==> src/sv/dispi_pkg.sv <==
package dispi_pkg;

	localparam int KNOWN_REGS = 12;
	localparam int REG_IDX_W  = $clog2(KNOWN_REGS);
	localparam int BANK_W     = 25;
	localparam int VRAM_W     = 11;

	localparam logic [15:0] MAX_X_RES = 16'd1920;
	localparam logic [15:0] MAX_Y_RES = 16'd1600;
	localparam logic [15:0] CAP_BPP   = 16'h0020;
	localparam logic [15:0] CAP_BANK  = 16'h1000;
	localparam logic [15:0] ID_LOW    = 16'hB0C0;
	localparam logic [15:0] ID_HIGH   = 16'hB0C5;
	localparam logic [15:0] DDC_IDLE  = 16'h000F;
	localparam logic [VRAM_W-1:0] VRAM_RESET = 11'd256;

	// Request kinds and host ports.
	localparam logic REQ_READ   = 1'b0;
	localparam logic REQ_WRITE  = 1'b1;
	localparam logic PORT_INDEX = 1'b0;
	localparam logic PORT_DATA  = 1'b1;

	// Register indexes on the data port.
	localparam logic [15:0] IDX_ID          = 16'd0;
	localparam logic [15:0] IDX_XRES        = 16'd1;
	localparam logic [15:0] IDX_YRES        = 16'd2;
	localparam logic [15:0] IDX_BPP         = 16'd3;
	localparam logic [15:0] IDX_ENABLE      = 16'd4;
	localparam logic [15:0] IDX_BANK        = 16'd5;
	localparam logic [15:0] IDX_VIRT_WIDTH  = 16'd6;
	localparam logic [15:0] IDX_VIRT_HEIGHT = 16'd7;
	localparam logic [15:0] IDX_X_OFFSET    = 16'd8;
	localparam logic [15:0] IDX_Y_OFFSET    = 16'd9;
	localparam logic [15:0] IDX_VRAM_SIZE   = 16'd10;
	localparam logic [15:0] IDX_DDC         = 16'd11;

	typedef struct packed {
		logic        req_type;
		logic        port_sel;
		logic [15:0] data_in;
		logic        ddc_scl_in;
		logic        ddc_sda_in;
	} dispi_req_t;

	typedef struct packed {
		logic [15:0]       read_data;
		logic [BANK_W-1:0] read_bank_addr;
		logic [BANK_W-1:0] write_bank_addr;
		logic              mode_changed;
		logic              clear_memory;
		logic              dac_wide;
		logic              ddc_drive;
		logic              ddc_scl_out;
		logic              ddc_sda_out;
	} dispi_rsp_t;

endpackage

==> src/sv/display_interface_register_file_core.sv <==
// Index/data register block of a display extension interface.
// A host request comes in on in_valid/in_stall: req_type selects read or write,
// port_sel the index port or the data port, data_in carries write data, and the
// DDC line levels are sampled with the request. Each request gives exactly one
// result on out_valid/out_stall: read data, the current read and write bank
// byte offsets, the mode-change and memory-clear pulses, the DAC width and the
// DDC drive levels.
// A request is registered at the input, decoded against the register state in
// one pass, and the result lands in the output register and raises out_valid once
// that register is empty or its held result is taken. One request is taken per
// cycle while the receiver does not stall; the rate is set by the decode and
// state update between the two registers.
// When the receiver stalls, the held result stays put and the input register
// keeps at most one more request; after that in_stall is raised.
// The memory size register is written on cfg_valid/cfg_ready; cfg_ready is
// always high. Reset clears the index, mode and bank registers, selects 64 KiB banks and a 6-bit
// DAC, and sets the memory size to 256 units of 64 KiB.
module display_interface_register_file_core
	import dispi_pkg::*;
(
	input  logic              clk,
	input  logic              arst_n,
	input  logic              cfg_valid,
	output logic              cfg_ready,
	input  logic [VRAM_W-1:0] cfg_data,
	input  logic              in_valid,
	output logic              in_stall,
	input  logic              req_type,
	input  logic              port_sel,
	input  logic [15:0]       data_in,
	input  logic              ddc_scl_in,
	input  logic              ddc_sda_in,
	output logic              out_valid,
	input  logic              out_stall,
	output logic [15:0]       read_data,
	output logic [BANK_W-1:0] read_bank_addr,
	output logic [BANK_W-1:0] write_bank_addr,
	output logic              mode_changed,
	output logic              clear_memory,
	output logic              dac_wide,
	output logic              ddc_drive,
	output logic              ddc_scl_out,
	output logic              ddc_sda_out
);

	dispi_req_t in_req;
	dispi_req_t req_s1;
	dispi_rsp_t rsp;
	dispi_rsp_t rsp_q;
	logic       valid_s1;
	logic       out_valid_q;
	logic       advance;

	assign in_req = '{req_type: req_type, port_sel: port_sel, data_in: data_in,
		ddc_scl_in: ddc_scl_in, ddc_sda_in: ddc_sda_in};

	assign cfg_ready = 1'b1;
	assign advance   = valid_s1 && (!out_valid_q || !out_stall);

	dispi_in_reg u_in_reg (
		.clk      (clk),
		.arst_n   (arst_n),
		.in_valid (in_valid),
		.in_req   (in_req),
		.advance  (advance),
		.in_stall (in_stall),
		.valid_s1 (valid_s1),
		.req_s1   (req_s1)
	);

	dispi_regfile u_regfile (
		.clk      (clk),
		.arst_n   (arst_n),
		.cfg_we   (cfg_valid),
		.cfg_data (cfg_data),
		.fire     (advance),
		.req_s1   (req_s1),
		.rsp      (rsp)
	);

	always_ff @(posedge clk or negedge arst_n) begin
		if (!arst_n) begin
			out_valid_q <= 1'b0;
		end else if (advance) begin
			out_valid_q <= 1'b1;
		end else if (!out_stall) begin
			out_valid_q <= 1'b0;
		end
	end

	always_ff @(posedge clk) begin
		if (advance) begin
			rsp_q <= rsp;
		end
	end

	assign out_valid       = out_valid_q;
	assign read_data       = rsp_q.read_data;
	assign read_bank_addr  = rsp_q.read_bank_addr;
	assign write_bank_addr = rsp_q.write_bank_addr;
	assign mode_changed    = rsp_q.mode_changed;
	assign clear_memory    = rsp_q.clear_memory;
	assign dac_wide        = rsp_q.dac_wide;
	assign ddc_drive       = rsp_q.ddc_drive;
	assign ddc_scl_out     = rsp_q.ddc_scl_out;
	assign ddc_sda_out     = rsp_q.ddc_sda_out;

endmodule

==> src/sv/dispi_in_reg.sv <==
module dispi_in_reg
	import dispi_pkg::*;
(
	input  logic       clk,
	input  logic       arst_n,
	input  logic       in_valid,
	input  dispi_req_t in_req,
	input  logic       advance,
	output logic       in_stall,
	output logic       valid_s1,
	output dispi_req_t req_s1
);

	assign in_stall = valid_s1 && !advance;

	always_ff @(posedge clk or negedge arst_n) begin
		if (!arst_n) begin
			valid_s1 <= 1'b0;
		end else if (!in_stall) begin
			valid_s1 <= in_valid;
		end
	end

	always_ff @(posedge clk) begin
		if (in_valid && !in_stall) begin
			req_s1 <= in_req;
		end
	end

endmodule

==> src/sv/dispi_regfile.sv <==
module dispi_regfile
	import dispi_pkg::*;
(
	input  logic              clk,
	input  logic              arst_n,
	input  logic              cfg_we,
	input  logic [VRAM_W-1:0] cfg_data,
	input  logic              fire,
	input  dispi_req_t        req_s1,
	output dispi_rsp_t        rsp
);

	logic [15:0]       index_q;
	logic [15:0]       regs_q [KNOWN_REGS];
	logic              gran32_q;
	logic [BANK_W-1:0] rbank_q;
	logic [BANK_W-1:0] wbank_q;
	logic              dac8_q;
	logic [VRAM_W-1:0] vram_q;

	logic [15:0]       index_d;
	logic [15:0]       regs_d [KNOWN_REGS];
	logic              gran32_d;
	logic [BANK_W-1:0] rbank_d;
	logic [BANK_W-1:0] wbank_d;
	logic              dac8_d;

	logic [15:0]       sel_reg;
	logic [15:0]       ddc_reg;
	logic [15:0]       enable_reg;
	logic              caps;
	logic [BANK_W-1:0] bank_addr;
	logic [1:0]        bank_sel;
	logic [15:0]       val;

	assign val        = req_s1.data_in;
	assign enable_reg = regs_q[REG_IDX_W'(IDX_ENABLE)];
	assign ddc_reg    = regs_q[REG_IDX_W'(IDX_DDC)];
	assign caps       = enable_reg[1];
	assign sel_reg    = (index_q < 16'(KNOWN_REGS)) ? regs_q[index_q[REG_IDX_W-1:0]] : 16'h0000;

	// Bank offset is the 9-bit bank number times 32 KiB or 64 KiB.
	assign bank_addr = gran32_q ? {1'b0, val[8:0], 15'h0000} : {val[8:0], 16'h0000};
	assign bank_sel  = (val[15:14] == 2'b00) ? 2'b11 : val[15:14];

	always_comb begin
		index_d  = index_q;
		regs_d   = regs_q;
		gran32_d = gran32_q;
		rbank_d  = rbank_q;
		wbank_d  = wbank_q;
		dac8_d   = dac8_q;
		rsp      = '0;

		if (req_s1.req_type == REQ_READ) begin
			if (req_s1.port_sel == PORT_INDEX) begin
				rsp.read_data = index_q;
			end else begin
				case (index_q)
					IDX_XRES:      rsp.read_data = caps ? MAX_X_RES : sel_reg;
					IDX_YRES:      rsp.read_data = caps ? MAX_Y_RES : sel_reg;
					IDX_BPP:       rsp.read_data = caps ? CAP_BPP : sel_reg;
					IDX_BANK:      rsp.read_data = caps ? CAP_BANK : sel_reg;
					IDX_VRAM_SIZE: rsp.read_data = 16'(vram_q);
					IDX_DDC: begin
						if (ddc_reg[7]) begin
							rsp.read_data = {8'h00, ddc_reg[7], 3'b000,
								req_s1.ddc_sda_in, req_s1.ddc_scl_in, ddc_reg[1:0]};
						end else begin
							rsp.read_data = DDC_IDLE;
						end
					end
					default:       rsp.read_data = sel_reg;
				endcase
			end
		end else if (req_s1.port_sel == PORT_INDEX) begin
			index_d = val;
		end else begin
			case (index_q)
				IDX_ID: begin
					if (val >= ID_LOW && val <= ID_HIGH) begin
						regs_d[REG_IDX_W'(IDX_ID)] = val;
					end
				end
				IDX_XRES, IDX_YRES, IDX_BPP, IDX_VIRT_WIDTH, IDX_X_OFFSET,
				IDX_Y_OFFSET: begin
					regs_d[index_q[REG_IDX_W-1:0]] = val;
					rsp.mode_changed = 1'b1;
				end
				IDX_BANK: begin
					regs_d[REG_IDX_W'(IDX_BANK)] = val;
					if (bank_sel[1]) begin
						rbank_d = bank_addr;
					end
					if (bank_sel[0]) begin
						wbank_d = bank_addr;
					end
				end
				IDX_DDC: begin
					if (val[7]) begin
						rsp.ddc_drive   = 1'b1;
						rsp.ddc_scl_out = val[0];
						rsp.ddc_sda_out = val[1];
						regs_d[REG_IDX_W'(IDX_DDC)] = val;
					end else begin
						regs_d[REG_IDX_W'(IDX_DDC)] = {ddc_reg[15:8], 1'b0, ddc_reg[6:0]};
					end
				end
				IDX_ENABLE: begin
					// A fresh enable is judged against the enable bit held before this write.
					if (val[0] && !enable_reg[0]) begin
						regs_d[REG_IDX_W'(IDX_X_OFFSET)]   = 16'h0000;
						regs_d[REG_IDX_W'(IDX_Y_OFFSET)]   = 16'h0000;
						regs_d[REG_IDX_W'(IDX_VIRT_WIDTH)] = 16'h0000;
						rsp.mode_changed = 1'b1;
						rsp.clear_memory = !val[7];
					end else begin
						rbank_d = '0;
						wbank_d = '0;
					end
					if (val[4] != gran32_q) begin
						gran32_d = val[4];
						rbank_d  = '0;
						wbank_d  = '0;
					end
					dac8_d = val[5];
					regs_d[REG_IDX_W'(IDX_ENABLE)] = {val[15:8], 1'b0, val[6:0]};
				end
				default: begin
				end
			endcase
		end

		rsp.read_bank_addr  = rbank_d;
		rsp.write_bank_addr = wbank_d;
		rsp.dac_wide        = dac8_d;
	end

	always_ff @(posedge clk or negedge arst_n) begin
		if (!arst_n) begin
			index_q  <= '0;
			gran32_q <= 1'b0;
			rbank_q  <= '0;
			wbank_q  <= '0;
			dac8_q   <= 1'b0;
			vram_q   <= VRAM_RESET;
			for (int i = 0; i < KNOWN_REGS; i++) begin
				regs_q[i] <= '0;
			end
		end else begin
			if (cfg_we) begin
				vram_q <= cfg_data;
			end
			if (fire) begin
				index_q  <= index_d;
				regs_q   <= regs_d;
				gran32_q <= gran32_d;
				rbank_q  <= rbank_d;
				wbank_q  <= wbank_d;
				dac8_q   <= dac8_d;
			end
		end
	end

endmodule

==> config.mk <==
export PLATFORM = sky130hd
export DESIGN_NAME = display_interface_register_file_core
export DESIGN_NICKNAME = d
export VERILOG_FILES = /design/src/sv/dispi_pkg.sv /design/src/sv/display_interface_register_file_core.sv /design/src/sv/dispi_in_reg.sv /design/src/sv/dispi_regfile.sv
export SDC_FILE = /design/constraint.sdc
export NUM_CORES = 1
export LEC_CHECK = 0
export CAP_MARGIN = 20
export CORE_ASPECT_RATIO = 1.1
export CORE_MARGIN = 2
export CORE_UTILIZATION = 45
export DETAILED_ROUTE_END_ITERATION = 6
export DONT_BUFFER_PORTS = 1
export HOLD_SLACK_MARGIN = 0.12
export PLACE_DENSITY_LB_ADDON = 0.12
export SETUP_SLACK_MARGIN = 0.4
export SLEW_MARGIN = 20
export SYNTH_ARGS = -nofsm -noshare
export SYNTH_HDL_FRONTEND = slang
export SYNTH_SLANG_ARGS = --single-unit
==> constraint.sdc <==
create_clock -name clk -period 8.5 [get_ports clk]
set_clock_uncertainty 0.2 [all_clocks]
set_input_delay 1.7 -clock clk [delete_from_list [all_inputs] [get_ports clk]]
set_output_delay 1.7 -clock clk [all_outputs]
set_load 0.01 [all_outputs]
==> impl_metrics.py <==
metrics = {
    "sta": {
        "finalHoldWorstSlack_ns": 0.170,
        "grt_setup_unrepaired": "no",
        "timing.final.hold_violations": 0,
        "layout_worst_path_cycle_share": 0.576,
        "tightestPinTransition_ns": 1.08,
        "totalNegativeSetupSlack_ns": 0,
        "timing.slew.headroom": 0.280,
        "achievable-frequency_mhz": 204,
        "slew_viol_final": 0,
        "fin_crit_ns": 4.90,
        "timing.final.setup_violations": 0,
    },
    "cells_and_area": {
        "num_antenna_cells": 0,
        "largest_register_by_flop_count": "u_regfile.regs_q",
        "drive_above_1_share": 0.251,
        "filler_cell_count": 2965,
        "num-nets-final": 1048,
        "fin_util": 0.495,
        "areaGrowthSynthToFinish_pct": 9.07,
        "final_area_sq_um": 16800,
        "flip_flop_count_of_the_largest_register_all_copies_and_words_added": 160,
    },
    "worst_setup_path": {
        "worstReg2RegStart": "out_valid$_DFFE_PN0P_",
        "crit_path_max_fanout": 20,
        "worst_setup_path_endpoint": "u_regfile.regs_q[178]$_DFFE_PN0P_",
        "crit_chain": "a21boi_4 -> nand3_1 -> nor2_1 -> nand4_1 -> mux2_2",
        "worst_ep_required_time_ns": 8.71,
        "cpMaxStageDelayCell": "nand4_1",
        "critPathLaunchType": "input pin",
        "timing.critical_path.to_type": "flop",
        "setup.worst_path.start": "out_stall",
        "crit_type": "in -> reg",
        "worstPathArrival_ns": 5.11,
        "timing.reg2reg.setup_slack_ns": 4.23,
        "cp_slowest_stage_delay_ns": 0.93,
        "regToRegEndpoint": "u_regfile.regs_q[178]$_DFFE_PN0P_",
        "worstRegToRegCells": 5,
    },
    "synthesis": {
        "synthDistinctLibCells": 69,
        "synth_fp_nets": 1100,
        "postSynth.asyncResetShare": 0.748,
        "synthesis.area_per_instance_sq_um": 14.5,
        "synth_top_cell_area_share": 0.441,
        "ys_seq_area_frac": 0.622,
        "syn_area_sq_um": 15400,
        "yosys-top-cells-area": "dfrtp_1, edfxtp_1, mux2_2, mux4_2, a22o_1",
        "synth_warnings": 0,
        "synth_ff_type": "dfrtp_1",
        "synth_largest_area_cell": "dfrtp_1",
        "number_of_flops_mapped_to_enable_cells_by_yosys": 92,
        "number_of_storage_elements_in_the_synthesis_netlist": 365,
        "post-synth-top-count-cell": "dfrtp_1",
        "mapped_cells": 1064,
        "synth_top_cells_by_count": "dfrtp_1, mux2_2, edfxtp_1",
    },
    "pwr": {
        "ir_drop_mv": 0.139,
        "cellPowerDensity_nw_per_um2": 238,
        "power.share.combinational": 0.089,
        "switchingPower_w": 0.000994,
        "power_w": 0.00400,
        "power_frac_seq": 0.491,
        "power.static_leakage_nw": 7.35,
        "cellInternalPower_w": 0.00300,
        "power.switching_fraction": 0.249,
        "power_frac_clock": 0.420,
    },
    "clocking": {
        "post_cts_resize_count": 0,
        "cts_post_setup_buffers_inserted": 0,
        "count_of_h_tree_levels_built_during_cts": 2,
        "cts_root_buffer": "clkbuf_16",
        "cts.path.max_buffers": 3,
        "tritoncts": "built",
        "clkLatencyLatePin_ns": 0.54,
        "cts-hold-fix-buffers": 0,
        "path_clk_slew_ns": 0.06,
        "cts.sinks": 365,
        "cts_inserted_buffers": 39,
    },
    "detailed_routing": {
        "drt-total-wl_um": 38000,
        "route.detailed.vias_per_inst": 5.92,
        "routed-via-count": 8765,
        "total_iterations_of_the_first_detailed_routing_run": 5,
        "initialDrtViolationCount": 702,
        "avgRoutedWirePerCell_um": 25.7,
        "drtAntennaViolNets": 0,
        "drc_errors": 0,
    },
    "placement": {
        "routabilityCongestion": 0.815,
        "place.detailed.hpwl_um": 23100,
        "io_buffer_count": 0,
        "dpl-instance-area_sq_um": 15600,
    },
    "floorplan": {
        "floorplan.core_area_sq_um": 34000,
        "floorplan.die.height_um": 198,
        "floorplan.initialDensity": 0.454,
        "ioPinCount": 111,
        "fp-row-count": 71,
        "die_area_sq_um": 35800,
        "dieWidth_um": 181,
    },
    "global_route": {
        "globalRouteMet1Util": 0.311,
        "grt_antenna_before_repair": 0,
        "pin_count_of_the_biggest_net_entering_global_routing": 274,
        "globalRouteMet2Util": 0.355,
        "grt-busiest-layer": "met2",
        "global_route.usage.total": 0.219,
        "global_route.overflow_total": 0,
        "global_route.usage.met3": 0.0324,
        "wire_length_of_the_first_global_routing_pass_um": 58900,
        "first_global_vias": 8964,
    },
    "run": {
        "max-cap-violations": 0,
    },
    "status": {
        "outcome": "complete, no violations",
    },
    "hold_path": {
        "hold_path.class": "reg -> reg",
        "timing.hold.worst_path_depth": 0,
    },
}
## per-stage QoR
stage	cells	setup WS, ns
2_1_floorplan	1064	2.66
3_3_place_gp	1409	3.31
3_5_place_dp	1409	3.19
4_1_cts	1480	3.74
5_1_grt	1480	3.45
6_report	1480	3.60
## worst max-delay path, delay by kind of cell
family          cells  cell delay (ns)
simple gates        3             2.06
compound gates      1             0.73
mux                 1             0.56
## power groups by stage
stage	Clock [W]	Sequential (W)	Combinational, W
after global routing	0.00180	0.00197	0.000379
after global placement	0	0.00200	0.000354
after detailed placement	0	0.00200	0.000355
after floorplan	0	0.00194	0.000300
final	0.00168	0.00196	0.000355
after CTS	0.00172	0.00196	0.000356
## metal layers
layer,wire length [um],up-vias
met4,772,0
li1,-,3844
met2,18200,259
met5,0,-
met1,17300,4608
met3,1640,54
## layout make-up
| class | count | area, sq um | area share |
|---|---|---|---|
| Sequential cell | 365 | 9600 | 0.570 |
| Clock inverter | 12 | 109 | 0.00647 |
| Inverter | 6 | 22.5 | 0.00134 |
| Tap cell | 438 | 548 | 0.0326 |
| Multi-Input combinational cell | 583 | 5260 | 0.313 |
| Clock buffer | 59 | 1160 | 0.0691 |
| Timing Repair Buffer | 17 | 128 | 0.00758 |
## logic make-up after synthesis
| logic type | synth area share |
|---|---|
| mux | 0.168 |
| compound gates | 0.0896 |
| xor+xnor | 0.000568 |
| buf+inv | 0.0380 |
| simple gates | 0.0817 |
| flops | 0.622 |
| other cells | 0.000243 |
## how the worst min path moves through the flow
stage                                                start                          endpoint  slack [ns]
after floorplan           u_regfile.regs_q[20]$_DFFE_PN0P_  u_regfile.regs_q[20]$_DFFE_PN0P_        0.22
after global placement    u_regfile.regs_q[20]$_DFFE_PN0P_  u_regfile.regs_q[20]$_DFFE_PN0P_        0.16
after detailed placement  u_regfile.regs_q[29]$_DFFE_PN0P_  u_regfile.regs_q[29]$_DFFE_PN0P_        0.16
after CTS                 u_regfile.regs_q[21]$_DFFE_PN0P_  u_regfile.regs_q[21]$_DFFE_PN0P_        0.17
after global routing      u_regfile.regs_q[30]$_DFFE_PN0P_  u_regfile.regs_q[30]$_DFFE_PN0P_        0.18
final                     u_regfile.regs_q[30]$_DFFE_PN0P_  u_regfile.regs_q[30]$_DFFE_PN0P_        0.17
## cell usage in the layout, fill, tap and decap left out, types with 20 or more instances in the layout
master,instances
edfxtp_1,92
dfrtp_1,269
mux4_2,34
nand2_1,36
and2_1,72
mux2_2,121
a22o_1,53
clkbuf_16,41
nand2b_1,20
mux2i_1,33
o2bb2ai_1,40
nor2_1,23
Power figures use the tool's default switching activity.
